==> src/hw/rtl/ctt_pkg.sv <==
// ----------------------------------------------------------------------------
// ctt_pkg: shared types and helpers of the condition text tokenizer
// Word formats, scanner modes, token kinds and character class functions.
// ----------------------------------------------------------------------------
package ctt_pkg;

   localparam int QUEUE_DEPTH = 4;
   localparam int QUEUE_AW    = $clog2(QUEUE_DEPTH);

   localparam logic [30:0] VALUE_MAX = 31'h7FFF_FFFF;
   localparam logic [15:0] LEN_MAX   = 16'hFFFF;

   localparam logic [3:0] KIND_END    = 4'd0;
   localparam logic [3:0] KIND_CONST  = 4'd1;
   localparam logic [3:0] KIND_IDENT  = 4'd2;
   localparam logic [3:0] KIND_IF     = 4'd3;
   localparam logic [3:0] KIND_AND    = 4'd4;
   localparam logic [3:0] KIND_OR     = 4'd5;
   localparam logic [3:0] KIND_GE     = 4'd6;
   localparam logic [3:0] KIND_LE     = 4'd7;
   localparam logic [3:0] KIND_EQ     = 4'd8;
   localparam logic [3:0] KIND_SINGLE = 4'd9;

   localparam logic [7:0] CHAR_PERCENT = 8'h25;
   localparam logic [7:0] CHAR_GT      = 8'h3E;
   localparam logic [7:0] CHAR_LT      = 8'h3C;
   localparam logic [7:0] CHAR_EQ      = 8'h3D;
   localparam logic [7:0] CHAR_ZERO    = 8'h30;

   localparam logic [23:0] PREFIX_IF  = 24'h00_69_66;
   localparam logic [23:0] PREFIX_AND = 24'h61_6E_64;
   localparam logic [23:0] PREFIX_OR  = 24'h00_6F_72;

   typedef enum logic [2:0] {
      MODE_IDLE  = 3'd0,
      MODE_NUM   = 3'd1,
      MODE_IDENT = 3'd2,
      MODE_GT    = 3'd3,
      MODE_LT    = 3'd4,
      MODE_EQ    = 3'd5
   } scan_mode_type;

   typedef struct packed {
      logic [7:0] char_code;
      logic       end_of_text;
   } req_type;

   typedef struct packed {
      logic [3:0]  token_kind;
      logic [7:0]  token_char;
      logic [30:0] int_value;
      logic        value_saturated;
      logic        has_percent;
      logic [15:0] token_length;
      logic        last_of_run;
   } rsp_type;

   // Tokens produced by one accepted word, handed from scanner to queue.
   typedef struct packed {
      logic [1:0] num;
      rsp_type    first;
      rsp_type    second;
   } tok_push_type;

   function automatic logic is_digit(input logic [7:0] c);
      return (c >= 8'h30) && (c <= 8'h39);
   endfunction

   function automatic logic is_alpha(input logic [7:0] c);
      return ((c >= 8'h61) && (c <= 8'h7A)) || ((c >= 8'h41) && (c <= 8'h5A))
             || (c == 8'h5F);
   endfunction

   function automatic logic is_space(input logic [7:0] c);
      return (c == 8'h20) || (c == 8'h09) || (c == 8'h0D) || (c == 8'h0A);
   endfunction

   function automatic logic [7:0] to_lower(input logic [7:0] c);
      return ((c >= 8'h41) && (c <= 8'h5A)) ? (c + 8'h20) : c;
   endfunction

   function automatic logic [15:0] inc_len(input logic [15:0] l);
      return (l == LEN_MAX) ? l : (l + 16'd1);
   endfunction

endpackage

==> src/hw/rtl/condition_text_tokenizer.sv <==
// ----------------------------------------------------------------------------
// condition_text_tokenizer: streaming scanner for condition text
// Turns characters into tokens, one character word per cycle while not stalled.
// ----------------------------------------------------------------------------
// The req channel carries one word per character: char_code, or end_of_text
// to close the text. The rsp channel carries the tokens, each with its kind,
// the character of a single-character token, the value of a constant with its
// saturation and percent flags, its length in characters, and last_of_run on
// the final token caused by one request word.
// A request word is taken every cycle while req_stall is low, so a text is
// scanned at one character per clock. A word yields zero, one or two tokens.
// The scanner writes each token that an accepted word completes into a
// four-entry token queue, and the output register loads it from the queue
// head. The output register drains the queue at one token per cycle while
// rsp_stall is low; req_stall rises while fewer than two queue entries are
// free, so a stalled receiver backs up into the queue first and then holds
// off the sender. Tokens are never dropped or duplicated while rsp_stall is
// high; rsp_data is frozen.
// Reset clears the scanner to its idle state, empties the queue and drops
// rsp_valid. No clearing pass is needed; words are taken right after reset.
module condition_text_tokenizer (
   input  logic             clock,
   input  logic             reset,
   input  logic             req_valid,
   output logic             req_stall,
   input  ctt_pkg::req_type req_data,
   output logic             rsp_valid,
   input  logic             rsp_stall,
   output ctt_pkg::rsp_type rsp_data
);

   ctt_pkg::tok_push_type push;
   ctt_pkg::rsp_type      head;
   logic                  queue_full;
   logic                  head_valid;
   logic                  pop;
   logic                  accept;

   // A word is taken only when the queue can hold everything it may produce.
   assign req_stall = queue_full;
   assign accept    = req_valid && !queue_full;

   // Front end: scanner state and token formation.
   ctt_scan u_scan (
      .clock    (clock),
      .reset    (reset),
      .accept   (accept),
      .req_data (req_data),
      .push     (push)
   );

   // Decoupling queue between front end and output.
   ctt_queue u_queue (
      .clock     (clock),
      .reset     (reset),
      .push      (push),
      .pop       (pop),
      .full      (queue_full),
      .not_empty (head_valid),
      .head      (head)
   );

   // Back end: registered result port.
   ctt_out_stage u_out (
      .clock      (clock),
      .reset      (reset),
      .head_valid (head_valid),
      .head       (head),
      .pop        (pop),
      .rsp_valid  (rsp_valid),
      .rsp_stall  (rsp_stall),
      .rsp_data   (rsp_data)
   );

endmodule

==> src/hw/rtl/ctt_scan.sv <==
// ----------------------------------------------------------------------------
// ctt_scan: front end of the tokenizer
// Holds the scanner state and turns each accepted word into zero to two tokens.
// ----------------------------------------------------------------------------
module ctt_scan (
   input  logic                  clock,
   input  logic                  reset,
   input  logic                  accept,
   input  ctt_pkg::req_type      req_data,
   output ctt_pkg::tok_push_type push
);

   ctt_pkg::scan_mode_type mode_ff, mode_in;
   logic [30:0] acc_ff, acc_in;
   logic        sat_ff, sat_in;
   logic [15:0] len_ff, len_in;
   logic [23:0] prefix_ff, prefix_in;

   logic [7:0]  c;
   logic        eot;
   logic [3:0]  digit;
   logic [34:0] acc_next_wide;
   logic        acc_over;
   logic [30:0] acc_step;
   logic        pair_mode;
   logic        consumed;

   ctt_pkg::rsp_type pend_tok, a_tok, b_tok, blank_tok;
   logic             pend_valid, a_valid, b_valid;
   logic [3:0]       ident_kind;

   assign c     = req_data.char_code;
   assign eot   = req_data.end_of_text;
   assign digit = c[3:0] - ctt_pkg::CHAR_ZERO[3:0];

   // value * 10 + digit by shift and add
   assign acc_next_wide = {1'b0, acc_ff, 3'b000} + {3'b000, acc_ff, 1'b0}
                          + {31'd0, digit};
   assign acc_over      = acc_next_wide > {4'd0, ctt_pkg::VALUE_MAX};
   assign acc_step      = acc_over ? ctt_pkg::VALUE_MAX : acc_next_wide[30:0];

   assign pair_mode = (mode_ff == ctt_pkg::MODE_GT) || (mode_ff == ctt_pkg::MODE_LT)
                      || (mode_ff == ctt_pkg::MODE_EQ);

   always_comb begin
      consumed = 1'b0;
      if (!eot) begin
         case (mode_ff)
            ctt_pkg::MODE_NUM:   consumed = ctt_pkg::is_digit(c) || (c == ctt_pkg::CHAR_PERCENT);
            ctt_pkg::MODE_IDENT: consumed = ctt_pkg::is_alpha(c) || ctt_pkg::is_digit(c);
            ctt_pkg::MODE_GT,
            ctt_pkg::MODE_LT,
            ctt_pkg::MODE_EQ:    consumed = (c == ctt_pkg::CHAR_EQ);
            default:             consumed = 1'b0;
         endcase
      end
   end

   // Next scanner mode.
   always_comb begin
      mode_in = mode_ff;
      if (eot) begin
         mode_in = ctt_pkg::MODE_IDLE;
      end else if (consumed) begin
         if (mode_ff != ctt_pkg::MODE_NUM && mode_ff != ctt_pkg::MODE_IDENT) begin
            mode_in = ctt_pkg::MODE_IDLE;
         end else if (mode_ff == ctt_pkg::MODE_NUM && c == ctt_pkg::CHAR_PERCENT) begin
            mode_in = ctt_pkg::MODE_IDLE;
         end
      end else if (ctt_pkg::is_digit(c)) begin
         mode_in = ctt_pkg::MODE_NUM;
      end else if (ctt_pkg::is_alpha(c)) begin
         mode_in = ctt_pkg::MODE_IDENT;
      end else if (c == ctt_pkg::CHAR_GT) begin
         mode_in = ctt_pkg::MODE_GT;
      end else if (c == ctt_pkg::CHAR_LT) begin
         mode_in = ctt_pkg::MODE_LT;
      end else if (c == ctt_pkg::CHAR_EQ) begin
         mode_in = ctt_pkg::MODE_EQ;
      end else begin
         mode_in = ctt_pkg::MODE_IDLE;
      end
   end

   always_comb begin
      ident_kind = ctt_pkg::KIND_IDENT;
      if (len_ff == 16'd2 && prefix_ff == ctt_pkg::PREFIX_IF) begin
         ident_kind = ctt_pkg::KIND_IF;
      end else if (len_ff == 16'd3 && prefix_ff == ctt_pkg::PREFIX_AND) begin
         ident_kind = ctt_pkg::KIND_AND;
      end else if (len_ff == 16'd2 && prefix_ff == ctt_pkg::PREFIX_OR) begin
         ident_kind = ctt_pkg::KIND_OR;
      end
   end

   // Data path and emitted tokens.
   always_comb begin
      blank_tok  = '0;
      pend_tok   = blank_tok;
      pend_valid = 1'b0;
      case (mode_ff)
         ctt_pkg::MODE_NUM: begin
            pend_valid               = 1'b1;
            pend_tok.token_kind      = ctt_pkg::KIND_CONST;
            pend_tok.int_value       = acc_ff;
            pend_tok.value_saturated = sat_ff;
            pend_tok.token_length    = len_ff;
         end
         ctt_pkg::MODE_IDENT: begin
            pend_valid            = 1'b1;
            pend_tok.token_kind   = ident_kind;
            pend_tok.token_length = len_ff;
         end
         ctt_pkg::MODE_GT: begin
            pend_valid            = 1'b1;
            pend_tok.token_kind   = ctt_pkg::KIND_SINGLE;
            pend_tok.token_char   = ctt_pkg::CHAR_GT;
            pend_tok.token_length = 16'd1;
         end
         ctt_pkg::MODE_LT: begin
            pend_valid            = 1'b1;
            pend_tok.token_kind   = ctt_pkg::KIND_SINGLE;
            pend_tok.token_char   = ctt_pkg::CHAR_LT;
            pend_tok.token_length = 16'd1;
         end
         ctt_pkg::MODE_EQ: begin
            pend_valid            = 1'b1;
            pend_tok.token_kind   = ctt_pkg::KIND_SINGLE;
            pend_tok.token_char   = ctt_pkg::CHAR_EQ;
            pend_tok.token_length = 16'd1;
         end
         default: begin
            pend_valid = 1'b0;
         end
      endcase

      a_tok     = pend_tok;
      a_valid   = 1'b0;
      b_tok     = blank_tok;
      b_valid   = 1'b0;
      acc_in    = '0;
      sat_in    = 1'b0;
      len_in    = '0;
      prefix_in = '0;

      if (eot) begin
         a_valid          = pend_valid;
         b_valid          = 1'b1;
         b_tok.token_kind = ctt_pkg::KIND_END;
      end else if (consumed) begin
         if (mode_ff == ctt_pkg::MODE_NUM) begin
            if (ctt_pkg::is_digit(c)) begin
               acc_in    = acc_step;
               sat_in    = sat_ff | acc_over;
               len_in    = ctt_pkg::inc_len(len_ff);
               prefix_in = prefix_ff;
            end else begin
               a_valid              = 1'b1;
               a_tok.has_percent    = 1'b1;
               a_tok.token_length   = ctt_pkg::inc_len(len_ff);
            end
         end else if (mode_ff == ctt_pkg::MODE_IDENT) begin
            acc_in    = acc_ff;
            sat_in    = sat_ff;
            len_in    = ctt_pkg::inc_len(len_ff);
            prefix_in = (len_ff < 16'd3) ? {prefix_ff[15:0], ctt_pkg::to_lower(c)}
                                         : prefix_ff;
         end else if (pair_mode) begin
            a_valid            = 1'b1;
            a_tok              = blank_tok;
            a_tok.token_length = 16'd2;
            case (mode_ff)
               ctt_pkg::MODE_GT: a_tok.token_kind = ctt_pkg::KIND_GE;
               ctt_pkg::MODE_LT: a_tok.token_kind = ctt_pkg::KIND_LE;
               default:          a_tok.token_kind = ctt_pkg::KIND_EQ;
            endcase
         end
      end else begin
         // The pending token ends here and this character starts afresh.
         a_valid = pend_valid;
         if (ctt_pkg::is_digit(c)) begin
            acc_in = {27'd0, digit};
            len_in = 16'd1;
         end else if (ctt_pkg::is_alpha(c)) begin
            len_in    = 16'd1;
            prefix_in = {16'd0, ctt_pkg::to_lower(c)};
         end else if (!ctt_pkg::is_space(c) && c != ctt_pkg::CHAR_GT
                      && c != ctt_pkg::CHAR_LT && c != ctt_pkg::CHAR_EQ) begin
            b_valid            = 1'b1;
            b_tok.token_kind   = ctt_pkg::KIND_SINGLE;
            b_tok.token_char   = c;
            b_tok.token_length = 16'd1;
         end
      end

      push        = '0;
      push.first  = a_valid ? a_tok : b_tok;
      push.second = b_tok;
      if (accept) begin
         push.num = {1'b0, a_valid} + {1'b0, b_valid};
      end
      if (a_valid && b_valid) begin
         push.second.last_of_run = 1'b1;
      end else begin
         push.first.last_of_run = 1'b1;
      end
   end

   always_ff @(posedge clock) begin
      if (reset) begin
         mode_ff   <= ctt_pkg::MODE_IDLE;
         acc_ff    <= '0;
         sat_ff    <= 1'b0;
         len_ff    <= '0;
         prefix_ff <= '0;
      end else if (accept) begin
         mode_ff   <= mode_in;
         acc_ff    <= acc_in;
         sat_ff    <= sat_in;
         len_ff    <= len_in;
         prefix_ff <= prefix_in;
      end
   end

endmodule

==> src/hw/rtl/ctt_queue.sv <==
// ----------------------------------------------------------------------------
// ctt_queue: token queue between scanner and output stage
// Takes up to two tokens per cycle and gives out one when popped.
// ----------------------------------------------------------------------------
module ctt_queue (
   input  logic                  clock,
   input  logic                  reset,
   input  ctt_pkg::tok_push_type push,
   input  logic                  pop,
   output logic                  full,
   output logic                  not_empty,
   output ctt_pkg::rsp_type      head
);

   ctt_pkg::rsp_type mem [ctt_pkg::QUEUE_DEPTH];

   logic [ctt_pkg::QUEUE_AW-1:0] wr_ptr_ff, wr_ptr_in;
   logic [ctt_pkg::QUEUE_AW-1:0] rd_ptr_ff, rd_ptr_in;
   logic [ctt_pkg::QUEUE_AW-1:0] wr_ptr_second;
   logic [ctt_pkg::QUEUE_AW:0]   count_ff, count_in;
   logic                         do_pop;

   // Room for two more tokens is required before a word is taken.
   assign full      = count_ff > (ctt_pkg::QUEUE_AW + 1)'(ctt_pkg::QUEUE_DEPTH - 2);
   assign not_empty = count_ff != '0;
   assign head      = mem[rd_ptr_ff];
   assign do_pop    = pop && not_empty;

   // The second token of a word goes into the entry after the first one.
   assign wr_ptr_second = wr_ptr_ff + {{(ctt_pkg::QUEUE_AW-1){1'b0}}, 1'b1};

   always_comb begin
      wr_ptr_in = wr_ptr_ff + push.num[ctt_pkg::QUEUE_AW-1:0];
      rd_ptr_in = rd_ptr_ff + {{(ctt_pkg::QUEUE_AW-1){1'b0}}, do_pop};
      count_in  = count_ff + {{(ctt_pkg::QUEUE_AW-1){1'b0}}, push.num}
                  - {{ctt_pkg::QUEUE_AW{1'b0}}, do_pop};
   end

   always_ff @(posedge clock) begin
      if (push.num != 2'd0) begin
         mem[wr_ptr_ff] <= push.first;
      end
      if (push.num == 2'd2) begin
         mem[wr_ptr_second] <= push.second;
      end
   end

   always_ff @(posedge clock) begin
      if (reset) begin
         wr_ptr_ff <= '0;
         rd_ptr_ff <= '0;
         count_ff  <= '0;
      end else begin
         wr_ptr_ff <= wr_ptr_in;
         rd_ptr_ff <= rd_ptr_in;
         count_ff  <= count_in;
      end
   end

endmodule

==> src/hw/rtl/ctt_out_stage.sv <==
// ----------------------------------------------------------------------------
// ctt_out_stage: registered result port
// Loads the queue head whenever the result register is empty or being taken.
// ----------------------------------------------------------------------------
module ctt_out_stage (
   input  logic             clock,
   input  logic             reset,
   input  logic             head_valid,
   input  ctt_pkg::rsp_type head,
   output logic             pop,
   output logic             rsp_valid,
   input  logic             rsp_stall,
   output ctt_pkg::rsp_type rsp_data
);

   logic             valid_ff, valid_in;
   ctt_pkg::rsp_type data_ff;
   logic             load;

   assign load     = !valid_ff || !rsp_stall;
   assign pop      = load && head_valid;
   assign valid_in = load ? head_valid : valid_ff;

   always_ff @(posedge clock) begin
      if (reset) begin
         valid_ff <= 1'b0;
      end else begin
         valid_ff <= valid_in;
      end
   end

   always_ff @(posedge clock) begin
      if (pop) begin
         data_ff <= head;
      end
   end

   assign rsp_valid = valid_ff;
   assign rsp_data  = data_ff;

endmodule
==> config.mk <==
export PLATFORM = sky130hd
export DESIGN_NAME = condition_text_tokenizer
export DESIGN_NICKNAME = d
export VERILOG_FILES = /design/src/hw/rtl/ctt_pkg.sv /design/src/hw/rtl/condition_text_tokenizer.sv /design/src/hw/rtl/ctt_scan.sv /design/src/hw/rtl/ctt_queue.sv /design/src/hw/rtl/ctt_out_stage.sv
export SDC_FILE = /design/constraint.sdc
export NUM_CORES = 1
export LEC_CHECK = 0
export CAP_MARGIN = 15
export CORE_ASPECT_RATIO = 1.25
export CORE_UTILIZATION = 64
export CTS_CLUSTER_SIZE = 12
export DETAILED_ROUTE_END_ITERATION = 8
export DONT_BUFFER_PORTS = 1
export GPL_ROUTABILITY_DRIVEN = 0
export PLACE_DENSITY = 0.8
export SETUP_SLACK_MARGIN = 0.02
export SYNTH_ARGS = -nofsm -noshare
export SYNTH_HDL_FRONTEND = slang
export SYNTH_SLANG_ARGS = --single-unit
==> constraint.sdc <==
create_clock -name clock -period 7.15 [get_ports clock]
set_clock_uncertainty 0.15 [all_clocks]
set_input_delay 0.715 -clock clock [delete_from_list [all_inputs] [get_ports clock]]
set_output_delay 0.715 -clock clock [all_outputs]
set_load 0.02 [all_outputs]
==> metrics.md, run 1 <==
| Metric | Value |
|---|---|
| Status | `complete, no violations` |
| Largest fanout on the critical path | `31` |
| DRC Markers | `0` |
| GR Util All Layers | `between 30% and 40%` |
| Die Height | `192 µm` |
| Share of total power in the clock network | `33.7%` |
| Leakage | `between 7 and 8 nW` |
| Ports | `77` |
| Max cap viols | `0` |
| Postcts setup bufs | `0` |
| Setup TNS | `0 ns` |
| Post-CTS resize count | `0` |
| TritonCTS clock tree | `done` |
| First-pass GRT wire length | `~74,000 µm` |
| HP Start | `reset` |
| Switching Share | `around 30%` |
| Main combinational cell family by area after synthesis | `compound AO/OA/AOI/OAI gates` |
| Final hold violations | `0` |
| Worst reg2reg startpoint | `u_scan.mode_ff[1]` |
| Syn avg cell area | `between 10 and 15 µm²` |
| Critical path data arrival time | `about 5.7 ns` |
| Antenna Cells | `0` |
| Commonest cells after routing, fill and taps aside | `dfxtp_1, a32o_1, nand2_1` |
| Synthesized Nets | `around 1.8k` |
| Mux cell area share after synthesis | `7.74%` |
| Post-synth cell types | `86` |
| Synth warn | `0` |
| Hold WC Path Type | `in2reg` |
| Post-detailed-route wirelength per cell | `about 23 µm` |
| Psw | `around 1.6 mW` |
| Core area | `approximately 28,000 µm²` |
| Asr flop ratio synth | `0%` |
| Xor/xnor share of the synthesized area | `1.46%` |
| P_int | `~3.8 mW` |
| Worst slack at placement | `1.82 ns` |
| DPL Wire Length | `approximately 30,000 µm` |
| Synthesized area | `between 15,000 and 20,000 µm²` |
| Layout cell share with drive strength beyond 1 | `under 10%` |
| Gate power share | `a little over an eighth` |
| Worst setup path startpoint | `u_scan.mode_ff[1]` |
| Synth-to-Final Area Change | `6.14%` |
| Final period utilization | `74.8%` |
| Routed wire length | `46,400 µm` |
| Overflow after GRT | `0` |
| CP endpoint kind | `flop` |
| Router iterations before antenna repair | `5` |
| Synth top area share | `30.5%` |
| Initial antenna violation count | `0` |
| Port bufs | `0` |
| Tot Pwr | `5.46 mW` |
| CP required | `around 7.5 ns` |
| # nets final | `approximately 1.7k` |
| Top cells by area, synth | `dfxtp_1, edfxtp_1, mux4_2, a32o_1, ha_1` |
| Initial cell density of the core | `between 60% and 70%` |
| Worst setup SP type | `flop` |
| Final Util | `just under 70%` |
| Pwr/cell area | `roughly 280 nW/µm²` |
| Worst rel slew slack | `between 20 and 25%` |
| Total CTS buffers | `39` |
| Clock transition at the registers of the reported paths | `~0.06 ns` |
| Largest net degree at the start of global routing | `70` |
| Post-Syn Instances | `around 1.7k` |
| Row count | `just under 70` |
| Post-synth top area cell | `dfxtp_1` |
| H-tree levels | `2` |
| Clock Tree Buf Depth | `3` |
| Via count | `between 10k and 15k` |
| CTS root buffer | `clkbuf_16` |
| Slew Viols, Final | `0` |
| Fraction of the mapped netlist area in simple logic gates | `between 10% and 20%` |
| DR vias/cell | `a little over 7` |
| Clock sink count | `393` |
| Die W | `154 µm` |
| Commonest non-fill, non-tap cell in the layout | `dfxtp_1` |
| Achievable clock frequency | `187 MHz` |
| Final setup viols | `0` |
| 1st-iter DRT viols | `between 1.5k and 2k` |
| Synth Register Bits | `roughly 390` |
| Area of placed instances | `~19,000 µm²` |
| Worst VDD drop | `roughly 260 µV` |
| Unrepaired setup endpoints after global routing | `no` |
| Antenna-violating nets left | `0` |
| Final instance area | `roughly 20,000 µm²` |
| Die area | `around 30,000 µm²` |
| Final min period | `5.35 ns` |
| Post-CTS Hold Buffers | `0` |
| Post-synthesis sequential area ratio | `around half` |
| Setup Crit Path Kind | `reg2reg` |
| Vias in the first global route | `13.6k` |
| Predominant post-synthesis flop cell | `dfxtp_1` |
| Final setup slack of the worst path | `between 1.5 and 2 ns` |
| Later-pin clock latency in the skew report | `~0.55 ns` |
| Tightest Pin Transition | `roughly 1.2 ns` |
| Part of the power in registers | `between 50% and 60%` |
| Compound-cell area share of the yosys netlist | `between 20% and 30%` |
| EDFF count, synth | `110` |
| Synth Area in Adders | `5.18%` |
## power groups by stage
stage               Combinational, mW  Clock [mW]  Sequential [mW]
finish                          0.713        1.84             2.91
global route                    0.772        1.95             2.94
CTS                             0.715        1.86             2.91
detailed placement              0.717           0             2.96
global placement                0.702           0             2.95
floorplan                       0.587           0             2.89
## synthesized netlist by cell type (5+ instances only)
cell	count
dfxtp_1	283
a32o_1	130
nand2_1	123
edfxtp_1	110
o21ai_0	107
a21oi_1	98
nor2_1	91
clkbuf_1	87
ha_1	72
mux4_2	62
a22o_1	57
nand3_1	51
buf_2	32
inv_1	31
a22oi_1	29
o22ai_1	25
nor3_1	21
xnor2_1	21
nand4_1	19
a21o_1	18
o211ai_1	18
nor4_1	17
buf_4	16
nand2b_1	16
nor2b_1	14
a211oi_1	12
xor2_1	10
and3_1	9
a31oi_1	7
and2_1	7
buf_1	7
or3_1	7
o2111ai_1	6
o2bb2ai_1	6
or2_2	5
## critical path, cell delays in order (launching register included)
cell	delay [ns]
dfxtp_1	0.65
nand2b_1	0.16
nor2_1	0.57
nor2_1	0.22
o21ai_2	0.57
o211ai_4	0.26
nand3_4	0.26
inv_2	0.10
ha_1	0.34
nor2_1	0.09
nor2_1	0.15
nand3_1	0.29
nor2_4	0.83
buf_4	0.39
a32o_1	0.23
## final cells by class
cell class,instances,area (µm²)
clock buffers,59,1050
fillers,2042,8790
repair buffers,19,143
multi-input cells,1138,8910
inverters,33,124
clock inverters,5,48.8
well taps,355,444
flip-flops and latches,393,8980
## final timing paths
check,slack (ns),cells past startpoint,end
setup reg to reg,1.80,14,u_queue.mem[2][32]
hold / removal,0.09,1,u_scan.len_ff[12]
setup / recovery,1.80,14,u_queue.mem[2][32]
hold reg to reg,0.30,2,u_scan.prefix_ff[19]
## metal layers
| layer | track usage, % | up-vias | share of wire, % |
|---|---|---|---|
| met5 | 0 | - | 0 |
| met4 | 10.3 | 0 | 2.5 |
| met3 | 6.45 | 90 | 9.2 |
| met2 | 52.4 | 690 | 48 |
| met1 | 41.4 | 7039 | 41 |
| li1 | - | 6493 | - |
## per-stage QoR
stage,instances,hold WS (ns)
final,2002,0.0905
after global routing,2002,0.0739
after CTS,2002,0.0814
after detailed placement,1938,0.291
after global placement,1938,0.280
after floorplan,1706,0.270
## state kept, by name (all words and copies together) (netlist names)
name / flops
u_scan.prefix_ff: 24
u_scan.mode_ff: 3
u_queue.mem: 248
u_scan.acc_ff: 31
u_out.rsp_valid: 1
u_scan.len_ff: 16
u_queue.rd_ptr_ff: 2
u_queue.wr_ptr_ff: 2
u_scan.sat_ff: 1
u_out.rsp_data: 62
u_queue.count_ff: 3
## logic make-up after synthesis
| family | Yosys count |
|---|---|
| buffers and inverters | 175 |
| muxes | 66 |
| xor gates and xnor gates | 31 |
| AOI/OAI and AO/OA | 560 |
| adders and majority gates | 75 |
| DFF | 393 |
| and+or+nand+nor | 406 |
(Power assumes the default switching activity.)
==> run 2, diff against run 1 <==
ABC_AREA = 1   (was unset)
CORE_UTILIZATION = 58   (was 64)
PLACE_DENSITY = 0.76   (was 0.8)
clock period = 4.6 ns   (was 7.15 ns; I/O delays follow)
==> run 2 against run 1 <==
Against the previous run: total power rose by 110%; worst setup slack got worse by 1.1 ns; die area rose by 19%; critical path depth rose by 6; sequential power rose by 79%; highest routed layer unchanged; critical endpoint is now u_queue.count_ff[2]; combinational power rose to 4.6 times the previous value; final cell count rose by 54%.
==> metrics.md, run 2 <==
| Metric | Value |
|---|---|
| Status | `complete, no violations` |
| First-pass GRT wire length | `between 80,000 and 90,000 µm` |
| Synth-to-Final Area Change | `7.22%` |
| Tightest Pin Transition | `slightly above 0.9 ns` |
| # nets final | `roughly 2.7k` |
| Die W | `around 170 µm` |
| Final setup viols | `0` |
| Worst path most repeated cell | `inv_1` |
| Setup Crit Path Kind | `reg2reg` |
| DR vias/cell | `just under 6` |
| Psw | `between 4 and 5 mW` |
| Crit path buf inv count | `4` |
| Compound-cell area share of the yosys netlist | `around 15%` |
| Synth warn | `0` |
| Ports | `77` |
| Synth Register Bits | `393` |
| Routed wire length | `roughly 53,000 µm` |
| Register Area | `about 9000 µm²` |
| Syn avg cell area | `around 7.5 µm²` |
| Max reg flops | `248` |
| Post-Syn Instances | `between 2k and 3k` |
| CTS root buffer | `clkbuf_16` |
| CP top delay family | `simple AND/OR/NAND/NOR gates` |
| Core area | `about 34,000 µm²` |
| Synthesized Nets | `roughly 2.8k` |
| Hold WC Path Type | `in2reg` |
| Die area | `about 35,000 µm²` |
| Synth top area share | `between 20 and 30%` |
| Min Hold Slack | `around 0.047 ns` |
| Achievable clock frequency | `255 MHz` |
| Leakage | `around 8.9 nW` |
| Layout cell share with drive strength beyond 1 | `roughly 7.3%` |
| Final period utilization | `85.2%` |
| Antenna Cells | `0` |
| Largest Register | `u_queue.mem` |
| Critical path data arrival time | `between 4 and 5 ns` |
| Post-detailed-route wirelength per cell | `around 17 µm` |
| Largest net degree at the start of global routing | `92` |
| Setup TNS | `0 ns` |
| Postcts setup bufs | `0` |
| Most frequent cell after synthesis | `nand2_1` |
| Met3 Use GR | `4.47%` |
| Crit-path slowest cell | `dfxtp_1` |
| Share of total power in the clock network | `26.8%` |
| Row count | `75` |
| P_int | `slightly above 7 mW` |
| Top cells by area, synth | `dfxtp_1, edfxtp_1, nand2_1, o21ai_0, nor2_1` |
| EDFF count, synth | `between 100 and 150` |
| Fillers | `roughly 2.9k` |
| DRC Markers | `0` |
| Max cap viols | `0` |
| Post-synth top area cell | `dfxtp_1` |
| Tot Pwr | `roughly 12 mW` |
| CP endpoint kind | `flop` |
| Via count | `17.9k` |
| Commonest cells after routing, fill and taps aside | `nand2_1, nor2_1, o21ai_0` |
| Overflow after GRT | `0` |
| CP required | `4.93 ns` |
| Met2 Use GR | `50.4%` |
| Clock Tree Buf Depth | `3` |
| Predominant post-synthesis flop cell | `dfxtp_1` |
| Synth top cells by count | `nand2_1, nor2_1, o21ai_0, dfxtp_1, inv_1` |
| Worst path cell trace | `inv_1 -> nor2_2 -> nand2_1 -> nand2_4 -> a21oi_2 -> nand2_4 -> nand2_4 -> nand2_2 -> nand2_1 -> ha_1 -> inv_1 -> nor2_4 -> inv_1 -> ha_1 -> inv_1 -> ha_1 -> fa_1 -> xor2_1 -> o21ai_0 -> a21oi_1` |
| Crit-path max cell delay | `roughly 0.39 ns` |
| Final Util | `63.7%` |
| Asr flop ratio synth | `0%` |
| Mux cell area share after synthesis | `0%` |
| Router iterations before antenna repair | `5` |
| Final hold violations | `0` |
| Synthesized area | `20,100 µm²` |
| Clock sink count | `393` |
| Post-synth cell types | `between 50 and 60` |
| Die Height | `between 200 and 250 µm` |
| Worst setup SP type | `flop` |
| Synth Area in Adders | `~4.8%` |
| GR Util met1 | `39.8%` |
| Xor/xnor share of the synthesized area | `under 10%` |
| Gate power share | `between 20% and 30%` |
| Vias in the first global route | `16.9k` |
| Initial antenna violation count | `1` |
| Fraction of the mapped netlist area in simple logic gates | `about 27%` |
| Worst rel slew slack | `between 30% and 40%` |
| Initial cell density of the core | `59.4%` |
| Final min period | `3.92 ns` |
| GR Util All Layers | `a little under a third` |
| Largest fanout on the critical path | `22` |
| Antenna-violating nets left | `0` |
| Post-synthesis sequential area ratio | `between 40% and 50%` |
| Later-pin clock latency in the skew report | `0.55 ns` |
| Main combinational cell family by area after synthesis | `simple AND/OR/NAND/NOR gates` |
| Switching Share | `~39%` |
| Clock transition at the registers of the reported paths | `0.06 ns` |
| TritonCTS clock tree | `done` |
| Top Usage Layer GRT | `met2` |
| Multi-input gate area | `9830 µm²` |
| Unrepaired setup endpoints after global routing | `no` |
| Port bufs | `0` |
| Part of the power in registers | `44.8%` |
| Total CTS buffers | `41` |
| Commonest non-fill, non-tap cell in the layout | `nand2_1` |
| 1st-iter DRT viols | `around 2.1k` |
| Slew Viols, Final | `0` |
| H-tree levels | `2` |
| Pwr/cell area | `540 nW/µm²` |
| Worst VDD drop | `about 400 µV` |
| DPL Wire Length | `between 30,000 and 40,000 µm` |
-- run 2: kinds of logic (layout without fill, tap and decap cells) --
group,Yosys count,in the layout
fa+ha+maj,75,75
compound gates,582,582
simple gates,1258,1258
buf+inv,326,282
xor+xnor,35,35
flops,393,393
-- run 2: final timing paths --
kind | slack (ns) | to | from | cells past startpoint
hold reg to reg | 0.30 | u_queue.mem[1][4] | u_queue.mem[1][4] | 2
setup / recovery | 0.68 | u_queue.count_ff[2] | u_scan.mode_ff[1] | 20
hold / removal | 0.05 | u_scan.acc_ff[30] | reset | 2
setup reg to reg | 0.68 | u_queue.count_ff[2] | u_scan.mode_ff[1] | 20
-- run 2: cell type report --
class                   instances  area share [%]
well taps                     462            2.68
multi-input cells            1950            45.6
clock inverters                 6           0.209
inverters                     178            3.14
flip-flops and latches        393            41.6
clock buffers                  68            5.55
repair buffers                 30            1.20
-- run 2: power by group through the flow --
| stage | Combinational (mW) | Clock (mW) | Sequential, mW |
|---|---|---|---|
| 2_1_floorplan | 2.47 | 0 | 5.10 |
| 5_1_grt | 3.65 | 3.26 | 5.29 |
| 4_1_cts | 3.28 | 3.13 | 5.21 |
| 3_5_place_dp | 3.24 | 0 | 5.28 |
| 6_report | 3.31 | 3.12 | 5.21 |
| 3_3_place_gp | 3.17 | 0 | 5.27 |
-- run 2: what timing repair did --
action	CTS	global route
resized for setup	0	0
hold buffers	4	0
hold endpoints to repair	50	0
-- run 2: worst register-to-register path, delay by kind of cell, from the launching register on --
kind	cells	cell delay, ns
simple gates	8	1.35
xor+xnor	1	0.19
compound gates	3	0.34
buf+inv	4	0.28
flops	1	0.39
fa+ha+maj	4	1.15
-- run 2: layer usage --
layer  routed length (µm)  vias up
li1                     -     8703
met1                22800     8336
met2                24800      744
met3                 3890      118
met4                 1350        0
met5                    0        -
-- run 2: through the flow --
| stage | setup WS, ns | cell area (µm²) | std cells |
|---|---|---|---|
| floorplan | 0.766 | 20100 | 2669 |
| global placement | 0.676 | 20300 | 3009 |
| detailed placement | 0.610 | 20300 | 3009 |
| CTS | 0.706 | 21600 | 3087 |
| global route | 0.389 | 21600 | 3087 |
| finish | 0.682 | 21600 | 3087 |
==> run 3, diff against run 2 <==
RECOVER_POWER = 100   (was unset)
==> run 3 against run 2 <==
Against the previous run: worst hold slack improved by 0.0027 ns; register-to-register slack worse by 0.23 ns; sequential cell count did not move; the flow now finishes with violations (capacitance limit, slew limit); final cell count did not move; worst setup slack lost 0.23 ns; routed wire length about the same; sequential share of layout area increased by 0.11 points; critical path depth shrank 3; sequential power hardly changed; combinational power about the same; global-route usage unchanged; clock-buffer cell count is the same.
==> metrics.md, run 3 (synthesized netlist as in run 2, its figures left out) <==
| Metric | Value |
|---|---|
| Status | `finished, violations left` |
| Failing checks | `capacitance limit, slew limit` |
| Clock sink count | `roughly 400` |
| Leakage | `8.97 nW` |
| Max Used Layer | `met4` |
| Worst path cell trace | `inv_1 -> nor3_1 -> inv_2 -> nand2_4 -> a21oi_2 -> nand2_4 -> nand2_4 -> nand2_2 -> nand2_1 -> ha_1 -> inv_1 -> nor2_4 -> nor2_4 -> nor2_1 -> inv_1 -> clkbuf_4 -> o21ai_0` |
| Largest fanout on the critical path | `43` |
| Final min period | `approximately 4.1 ns` |
| H-tree levels | `2` |
| Initial antenna violation count | `1` |
| Vias in the first global route | `approximately 17k` |
| Critical path data arrival time | `4.36 ns` |
| Slew Viols, Final | `140` |
| Final setup viols | `0` |
| Overflow after GRT | `0` |
| Final Util | `63.5%` |
| Tightest Pin Transition | `2.09 ns` |
| Pwr/cell area | `between 500 and 600 nW/µm²` |
| Post-CTS resize count | `0` |
| Antenna-violating nets left | `0` |
| # nets final | `between 2k and 3k` |
| Worst rel slew slack | `-39.1%` |
| Via count | `around 18k` |
| Ports | `a little under 80` |
| GR Util All Layers | `around 30%` |
| Unrepaired setup endpoints after global routing | `no` |
| M1 WL | `22,800 µm` |
| Setup Crit Path Kind | `reg2reg` |
| Clock transition at the registers of the reported paths | `~0.060 ns` |
| Final period utilization | `between 90% and 100%` |
| Core area | `~34,000 µm²` |
| Largest Register | `u_queue.mem` |
| Fillers | `2,904` |
| Die area | `35,400 µm²` |
| Largest net degree at the start of global routing | `slightly above 90` |
| Total CTS buffers | `~40` |
| Router iterations before antenna repair | `5` |
| Routed wire length | `roughly 53,000 µm` |
| Achievable clock frequency | `241 MHz` |
| Crit-path max cell delay | `0.43 ns` |
| Die W | `about 170 µm` |
| Clock Tree Buf Depth | `3` |
| CP top delay family | `simple AND/OR/NAND/NOR gates` |
| TritonCTS clock tree | `done` |
| Initial cell density of the core | `59.4%` |
| Setup TNS | `0 ns` |
| CTS root buffer | `clkbuf_16` |
| Commonest cells after routing, fill and taps aside | `nand2_1, o21ai_0, nor2_1` |
| Die Height | `around 210 µm` |
| DR vias/cell | `around 5.8` |
| Hold WC Path Type | `in2reg` |
| Met3 Wirelength | `slightly below 4000 µm` |
| Crit path buf inv count | `5` |
| DPL Wire Length | `about 34,000 µm` |
| Post-detailed-route wirelength per cell | `17.1 µm` |
| CP endpoint kind | `flop` |
| Antenna Cells | `0` |
| Port bufs | `0` |
| Later-pin clock latency in the skew report | `0.55 ns` |
| First-pass GRT wire length | `86,400 µm` |
| CP required | `~4.8 ns` |
| Crit-path slowest cell | `dfxtp_1` |
| Worst setup SP type | `flop` |
| Layout cell share with drive strength beyond 1 | `under 10%` |
| Worst VDD drop | `402 µV` |
| Final hold violations | `0` |
| 1st-iter DRT viols | `~1.9k` |
| Max cap viols | `3` |
| Synth-to-Final Area Change | `6.92%` |
| Max reg flops | `about 250` |
| Commonest non-fill, non-tap cell in the layout | `nand2_1` |
| Row count | `75` |
| DRC Markers | `0` |
| WL met2 | `24,800 µm` |
## run 3: metrics by stage
stage	setup slack (ns)	instance area [µm²]	hold WS, ns	std cells	power, mW
floorplan	0.766	20100	0.271	2669	7.57
global placement	0.676	20300	0.281	3009	8.44
detailed placement	0.610	20300	0.284	3009	8.52
CTS	0.706	21600	0.0416	3087	11.6
global route	0.198	21500	0.0629	3087	12.2
finish	0.455	21500	0.0492	3087	11.6
## run 3: power breakdown
group          leakage [nW]  total [mW]  internal (mW)  switching (mW)
registers              3.38        5.22           4.47           0.753
logic                  4.98        3.28          0.833            2.44
clock network         0.601        3.11           1.78            1.34
total                  8.97        11.6           7.08            4.53
## run 3: cell type report
cell class / instances / area [µm²] / area share (%)
multi-input combinational: 1950 / 9780 / 45.5
clock buffer: 68 / 1200 / 5.57
timing repair buffer: 30 / 248 / 1.15
tap: 462 / 578 / 2.69
sequential: 393 / 8970 / 41.7
clock inverter: 6 / 45.0 / 0.209
inverter: 178 / 678 / 3.15
## run 3: final timing paths
| check | start | end | slack (ns) | depth (start not counted) |
|---|---|---|---|---|
| hold / removal | reset | u_scan.acc_ff[30] | 0.05 | 2 |
| hold reg to reg | u_queue.mem[2][9] | u_queue.mem[2][9] | 0.30 | 2 |
| setup / recovery | u_scan.mode_ff[0] | u_queue.mem[3][0] | 0.46 | 17 |
| setup reg to reg | u_scan.mode_ff[0] | u_queue.mem[3][0] | 0.46 | 17 |
## run 3: what timing repair did
item | CTS | global route
buffers inserted | 0 | 0
hold buffers | 4 | 0
hold endpoints to repair | 50 | 0
## run 3: layer usage
layer  track usage (%)  up-vias
met5                 0        -
met1              39.8     8372
met3              4.47      113
met4              10.2        0
met2              50.4      729
li1                  -     8703
